## src/rtl/sflc_pkg.sv

```systemverilog
package sflc_pkg;

  localparam int MaxPayloadDefault = 1024;

  localparam logic [7:0] MAGIC_LO = 8'h81;
  localparam logic [7:0] MAGIC_HI = 8'h7E;
  localparam logic [7:0] PAT_ZERO = 8'h00;
  localparam logic [7:0] PAT_ONES = 8'hFF;
  localparam logic [7:0] PAT_ALT  = 8'h55;
  localparam logic [15:0] HEADER_BYTES = 16'd10;

  localparam logic [1:0] MODE_ZERO   = 2'd0;
  localparam logic [1:0] MODE_ONES   = 2'd1;
  localparam logic [1:0] MODE_ALT    = 2'd2;
  localparam logic [1:0] MODE_FRAMED = 2'd3;

  localparam logic [1:0] REG_MODE   = 2'd0;
  localparam logic [1:0] REG_LIM_MS = 2'd1;
  localparam logic [1:0] REG_LIM_BY = 2'd2;
  localparam logic [1:0] REG_SEED   = 2'd3;

  localparam logic [2:0] EV_NONE     = 3'd0;
  localparam logic [2:0] EV_FRAME_OK = 3'd1;
  localparam logic [2:0] EV_CRC_ERR  = 3'd2;
  localparam logic [2:0] EV_BAD_LEN  = 3'd3;
  localparam logic [2:0] EV_TIMEOUT  = 3'd4;
  localparam logic [2:0] EV_MISMATCH = 3'd5;

  typedef struct packed {
    logic [7:0]  rx_byte;
    logic [31:0] now_ms;
  } in_word_t;

  typedef struct packed {
    logic [2:0]  event_code;
    logic [31:0] good_frames;
    logic [31:0] bad_frames;
    logic [31:0] lost_frames;
    logic [31:0] reordered_frames;
    logic [31:0] duplicate_frames;
    logic [31:0] timeout_count;
    logic [31:0] magic_count;
    logic [31:0] pattern_errors;
    logic [31:0] byte_total;
  } out_word_t;

  // classified word handed from the parser to the statistics stage
  typedef struct packed {
    logic [2:0]  event_code;
    logic        magic;
    logic        frame_pass;
    logic [31:0] seq;
  } cls_word_t;

  function automatic logic [15:0] crc_byte(input logic [15:0] crc, input logic [7:0] b);
    logic [15:0] c;
    c = crc ^ {b, 8'h00};
    for (int i = 0; i < 8; i++) begin
      c = c[15] ? ((c << 1) ^ 16'h1021) : (c << 1);
    end
    return c;
  endfunction

  function automatic logic [31:0] sat_inc(input logic [31:0] v);
    return (v == '1) ? v : v + 32'd1;
  endfunction

endpackage

```

## src/rtl/sflc_front.sv

```systemverilog
module sflc_front #(
  parameter int MAX_PAYLOAD = sflc_pkg::MaxPayloadDefault
) (
  input  logic               clk,
  input  logic               rst_n,
  input  logic               take,
  input  sflc_pkg::in_word_t word,
  input  logic [1:0]         link_mode,
  input  logic [31:0]        sync_limit_ms,
  input  logic [31:0]        sync_limit_bytes,
  input  logic [15:0]        crc_seed,
  output sflc_pkg::cls_word_t cls
);
  import sflc_pkg::*;

  localparam logic [1:0] PH_HUNT    = 2'd0;
  localparam logic [1:0] PH_HEAD    = 2'd1;
  localparam logic [1:0] PH_PAYLOAD = 2'd2;
  localparam logic [1:0] PH_TRAILER = 2'd3;
  localparam logic [15:0] MaxLen = 16'(MAX_PAYLOAD);

  logic [1:0]  phase_r, phase_nxt;
  logic [15:0] pos_r, pos_nxt, len_r, len_nxt, crc_r, crc_nxt, tcrc_r, tcrc_nxt;
  logic [7:0]  prev_r, prev_nxt;
  logic [31:0] seq_r, seq_nxt, tmark_r, tmark_nxt, bmark_r, bmark_nxt;
  logic [15:0] pos_inc, crc_upd, tcrc_full;
  logic [31:0] bcnt;

  // parse one byte; state holds while a constant mode runs
  always_comb begin
    phase_nxt = phase_r; pos_nxt = pos_r; len_nxt = len_r; crc_nxt = crc_r;
    tcrc_nxt = tcrc_r; prev_nxt = prev_r; seq_nxt = seq_r;
    tmark_nxt = tmark_r; bmark_nxt = bmark_r;
    pos_inc = pos_r + 16'd1;
    crc_upd = crc_byte(crc_r, word.rx_byte);
    tcrc_full = {word.rx_byte, tcrc_r[7:0]};
    bcnt = (bmark_r == '1) ? bmark_r : bmark_r + 32'd1;
    cls = '0;
    cls.seq = seq_r;
    if (link_mode != MODE_FRAMED) begin
      case (link_mode)
        MODE_ZERO: if (word.rx_byte != PAT_ZERO) cls.event_code = EV_MISMATCH;
        MODE_ONES: if (word.rx_byte != PAT_ONES) cls.event_code = EV_MISMATCH;
        default:   if (word.rx_byte != PAT_ALT)  cls.event_code = EV_MISMATCH;
      endcase
    end else begin
      bmark_nxt = bcnt;
      case (phase_r)
        PH_HUNT: begin
          if (prev_r == MAGIC_LO && word.rx_byte == MAGIC_HI) begin
            cls.magic = 1'b1;
            crc_nxt = crc_byte(crc_byte(crc_seed, MAGIC_LO), MAGIC_HI);
            pos_nxt = 16'd2; phase_nxt = PH_HEAD; prev_nxt = '0;
            tmark_nxt = word.now_ms; bmark_nxt = '0;
          end else begin
            prev_nxt = word.rx_byte;
            if ((word.now_ms - tmark_r) >= sync_limit_ms || bcnt >= sync_limit_bytes) begin
              cls.event_code = EV_TIMEOUT;
              tmark_nxt = word.now_ms; bmark_nxt = '0;
            end
          end
        end
        PH_HEAD: begin
          crc_nxt = crc_upd;
          pos_nxt = pos_inc;
          if (pos_r == 16'd2) len_nxt = {8'h00, word.rx_byte};
          else if (pos_r == 16'd3) len_nxt = {word.rx_byte, len_r[7:0]};
          else if (pos_r == 16'd4) seq_nxt[7:0] = word.rx_byte;
          else if (pos_r == 16'd5) seq_nxt[15:8] = word.rx_byte;
          else if (pos_r == 16'd6) seq_nxt[23:16] = word.rx_byte;
          else if (pos_r == 16'd7) seq_nxt[31:24] = word.rx_byte;
          if (pos_inc == 16'd4 && (len_nxt == '0 || len_nxt > MaxLen)) begin
            cls.event_code = EV_BAD_LEN;
            phase_nxt = PH_HUNT; pos_nxt = '0; prev_nxt = '0;
          end else if (pos_inc >= HEADER_BYTES) begin
            phase_nxt = PH_PAYLOAD; pos_nxt = '0;
          end
        end
        PH_PAYLOAD: begin
          crc_nxt = crc_upd;
          pos_nxt = pos_inc;
          if (pos_inc >= len_r) begin
            phase_nxt = PH_TRAILER; pos_nxt = '0;
          end
        end
        default: begin
          if (pos_r == '0) begin
            tcrc_nxt = {8'h00, word.rx_byte}; pos_nxt = 16'd1;
          end else begin
            tcrc_nxt = tcrc_full;
            if (tcrc_full == crc_r) begin
              cls.event_code = EV_FRAME_OK; cls.frame_pass = 1'b1;
            end else begin
              cls.event_code = EV_CRC_ERR;
            end
            phase_nxt = PH_HUNT; pos_nxt = '0; prev_nxt = '0;
            tmark_nxt = word.now_ms; bmark_nxt = '0;
          end
        end
      endcase
    end
  end

  // advance parser state on each accepted word
  always_ff @(posedge clk) begin
    if (!rst_n) begin
      phase_r <= PH_HUNT; pos_r <= '0; len_r <= '0; prev_r <= '0;
      crc_r <= 16'hFFFF; tcrc_r <= '0; seq_r <= '0; tmark_r <= '0; bmark_r <= '0;
    end else if (take) begin
      phase_r <= phase_nxt; pos_r <= pos_nxt; len_r <= len_nxt; prev_r <= prev_nxt;
      crc_r <= crc_nxt; tcrc_r <= tcrc_nxt; seq_r <= seq_nxt;
      tmark_r <= tmark_nxt; bmark_r <= bmark_nxt;
    end
  end

endmodule

```

## config.mk

```make
export PLATFORM = sky130hd
export DESIGN_NAME = sflc_front
export DESIGN_NICKNAME = d
export VERILOG_FILES = /design/src/rtl/sflc_pkg.sv /design/src/rtl/sflc_front.sv
export SDC_FILE = /design/constraint.sdc
export NUM_CORES = 1
export LEC_CHECK = 0
export ABC_AREA = 1
export BUFFER_PORTS_ARGS = -buffer_cell sky130_fd_sc_hd__clkbuf_2
export CORE_MARGIN = 2
export CORE_UTILIZATION = 54
export CTS_CLUSTER_SIZE = 40
export DETAILED_ROUTE_END_ITERATION = 12
export PLACE_DENSITY = 0.77
export SKIP_CTS_REPAIR_TIMING = 1
export SLEW_MARGIN = 15
export SYNTH_ARGS = -nofsm -noshare
export SYNTH_HDL_FRONTEND = slang
export SYNTH_SLANG_ARGS = --single-unit
```

## constraint.sdc

```tcl
create_clock -name clk -period 3.9 [get_ports clk]
set_input_delay 0.195 -clock clk [delete_from_list [all_inputs] [get_ports clk]]
set_output_delay 0.195 -clock clk [all_outputs]
set_load 0.05 [all_outputs]
```

==> results_dict.tcl <==
set metrics [dict create \
    outcome "complete, but fails checks" \
    violations "negative hold slack, negative setup slack" \
    yosys_warnings 0 \
    fin_cells 2524 \
    required_ns 3.70 \
    wl_per_cell_microns 15.48 \
    crit_type "reg2out" \
    worstHoldStart "word[15]" \
    worst_pin_slew_ns 1.298 \
    synthesis.nets 2195 \
    routed_wl_microns 39070 \
    setup_ws_ns -0.6019 \
    cp-startpoint "tmark_r[0]" \
    reg2reg_to "tmark_r[8]" \
    start_util 0.5495 \
    cts_buffer_depth 2 \
    die_w_microns 158.6 \
    die_y_microns 158.6 \
    ys_ff_latch 162 \
    n_antenna_cell 0 \
    drv_cap 0 \
    endpoint_kind "output pin" \
    fp.coreArea_sq_um 23470 \
    syn-cell-area_sq_um 12900 \
    fillers 1870 \
    fmax_mhz 222.1 \
    finalSetupViolCount 65 \
    via_per_inst 5.489 \
    design_area_sq_um 16440 \
    p_per_area_nw_per_um2 289.9 \
    clk_pin_slew_ns 0.07 \
    grt_pass1_vias 12297 \
    synth-seq-area-share 0.2514 \
    reg2reg_from "tmark_r[0]" \
    clock-sinks 162 \
    antenna_found_initial 0 \
    period_needed_ns 4.502 \
    min_path_type "in2reg" \
    drt-initial-drc-count 1019 \
    firstDrtPassIters 7 \
    fin_crit_sh 1.154 \
    ys.flop_type "dfxtp_1" \
    final_max_slew_viol_count 0 \
    rrSetupSlack_ns -0.32 \
    min_to "tmark_r[15]" \
    cts_buffers 17 \
    syn_inst 1948 \
    die_area_sq_um 25140 \
    async_flop_share 0 \
    grt_pass1_wl_microns 57400 \
    leakage_uw 0.007761 \
    drive_gt1_frac 0.2490 \
    cts_tree "done" \
    hold_slack_ns -0.005965 \
    r2r_cells 31 \
    track_usage 0.2807 \
    critPathLaunchType "register" \
    syn_area_per_cell_sq_um 6.621 \
    ctsRootBufferMaster "clkbuf_16" \
    dp.cells 2472 \
    vias 13853 \
    min_delay_path_depth 3 \
    drc_errors 0 \
    clock_latency_ns 0.44 \
    synth-edff-count 0 \
    irDropWorstVdd_uv 325.8 \
    grt_max_degree 91 \
    rows 56 \
    synth_cell_types 53 \
    rsz0062_at_grt "true" \
    area_growth_pct 27.43 \
    clock_skew_ns 0.01336 \
    postRouteAntennaNets 0 \
    hpwl_microns 26890 \
    io_pins 162 \
    final_nets 2439 \
    port_buffers 161 \
    hold_viol_final 3 \
    worst-path-max-fanout 3 \
    place.gp.congestion 0.9746 \
    max-slew-margin-rel 0.1350 \
    crit_arrival_ns 4.31 \
    place_area_sq_um 14660 \
    htree_levels 4 \
    grt_overflow 0 \
]
[worst max-delay path, stage by stage (launching register included)]
cell,delay [ns]
dfxtp_2,0.35
ha_4,0.13
inv_2,0.04
fa_2,0.37
nand3_2,0.10
nand2_2,0.06
nand2_2,0.09
nand3_2,0.07
nand2_2,0.10
o21ai_4,0.08
nand2_1,0.08
nand2_1,0.07
nand2_1,0.09
nand2_2,0.07
a21boi_2,0.20
o21ai_2,0.08
xor2_1,0.14
ha_1,0.28
nand2_1,0.05
nor2_2,0.14
nand2_2,0.08
nor4_4,0.29
nand3_1,0.12
nand3_2,0.13
nor2_4,0.06
o31ai_4,0.39
buf_12,0.19
[logic make-up (layout without fill, tap and decap cells)]
logic type                 Yosys count  in the layout  synth area share
adders and majority gates          122            122            0.1189
buffers and inverters              355            612            0.1072
AOI/OAI and AO/OA                  373            373            0.1634
xor gates and xnor gates           117            117           0.07944
and+or+nand+nor                    819            819            0.2797
DFF                                162            162            0.2514
[worst max-delay path by stage]
stage | endpoint | cells past startpoint
final | cls[36] | 26
after global routing | cls[36] | 26
after CTS | cls[36] | 22
after detailed placement | tmark_r[8] | 25
after global placement | tmark_r[30] | 25
after floorplan | tmark_r[29] | 28
[layout make-up]
| cell class | count | area (sq um) | area share |
|---|---|---|---|
| repair buffers | 284 | 1937 | 0.1178 |
| inverters | 296 | 1111 | 0.06760 |
| flip-flops and latches | 162 | 3247 | 0.1975 |
| multi-input cells | 1431 | 9159 | 0.5572 |
| well taps | 319 | 399.1 | 0.02428 |
| clock inverters | 15 | 158.9 | 0.009667 |
| clock buffers | 17 | 425.4 | 0.02588 |
[registers in the layout (all words and copies together), names as in the netlist, 8 cells and up]
name,flops
len_r,16
bmark_r,32
tcrc_r,8
crc_r,16
tmark_r,32
prev_r,8
pos_r,16
seq_r,32
[cells in the final DEF (no fill, tap or decap), drive strengths merged]
cell / netlist / final
buf: 12 / 117
nor3: 39 / 39
clkinvlp: 0 / 2
nand2: 398 / 398
a21boi: 2 / 2
dfxtp: 162 / 162
fa: 1 / 1
and2: 1 / 1
o211ai: 23 / 23
or2: 9 / 9
or3: 1 / 1
nand4: 30 / 30
clkbuf: 47 / 183
o221ai: 4 / 4
xor2: 68 / 68
nand3b: 4 / 4
a31o: 1 / 1
a211oi: 11 / 11
o21ai: 99 / 99
o22ai: 3 / 3
nand3: 111 / 111
o21bai: 1 / 1
o31ai: 3 / 3
nor4: 14 / 14
dlygate4sd3: 0 / 1
a31oi: 7 / 7
o41ai: 1 / 1
xnor2: 49 / 49
inv: 291 / 301
o21a: 13 / 13
nor3b: 2 / 2
a221oi: 1 / 1
nor2: 210 / 210
a21oi: 204 / 204
ha: 121 / 121
clkinv: 5 / 8
[per-stage QoR]
| step | setup slack (ns) | hold WS (ns) | total power, uW | setup TNS, ns | util |
|---|---|---|---|---|---|
| 2_1_floorplan | -0.03082 | 0.3299 | 2445 | -0.9126 | - |
| 4_1_cts | -0.8458 | -0.002584 | 4482 | -33.08 | 0.6495 |
| 3_5_place_dp | -0.5194 | 0.4396 | 2822 | -30.30 | 0.6246 |
| 3_3_place_gp | -0.2934 | 0.4328 | 2795 | -16.26 | 0.6246 |
| 6_report | -0.6019 | -0.005965 | 4765 | -14.28 | 0.7003 |
| 5_1_grt | -0.8763 | 0.006541 | 4982 | -33.72 | 0.7003 |
[report_power, final]
part	internal (uW)	total (uW)	switching, uW
combinational	584	1400	821
sequential	1680	1690	10.2
clock	860	1670	808
total	3130	4760	1640
[synth_stat cells (10+ instances only)]
cell	number	area [sq um]
a211oi_1	11	82.58
a21oi_1	193	965.9
a21oi_2	10	87.58
clkbuf_1	47	176.4
dfxtp_1	162	3243
ha_1	121	1514
inv_1	283	1062
nand2_1	390	1464
nand3_1	96	480.5
nand3_2	14	140.1
nand4_1	30	187.7
nor2_1	203	762.0
nor3_1	36	180.2
nor4_1	14	87.58
o211ai_1	19	142.6
o21a_1	13	97.59
o21ai_0	91	455.4
xnor2_1	49	429.2
xor2_1	68	595.6
[layer usage]
metal	up-vias	GRT usage	wire, microns
li1	6836	-	-
met1	6319	0.3730	16860
met3	106	0.04164	2926
met2	592	0.4620	18040
met4	0	0.1034	1245
met5	-	0	0
Note: power is estimated with default switching activity, not from simulation.
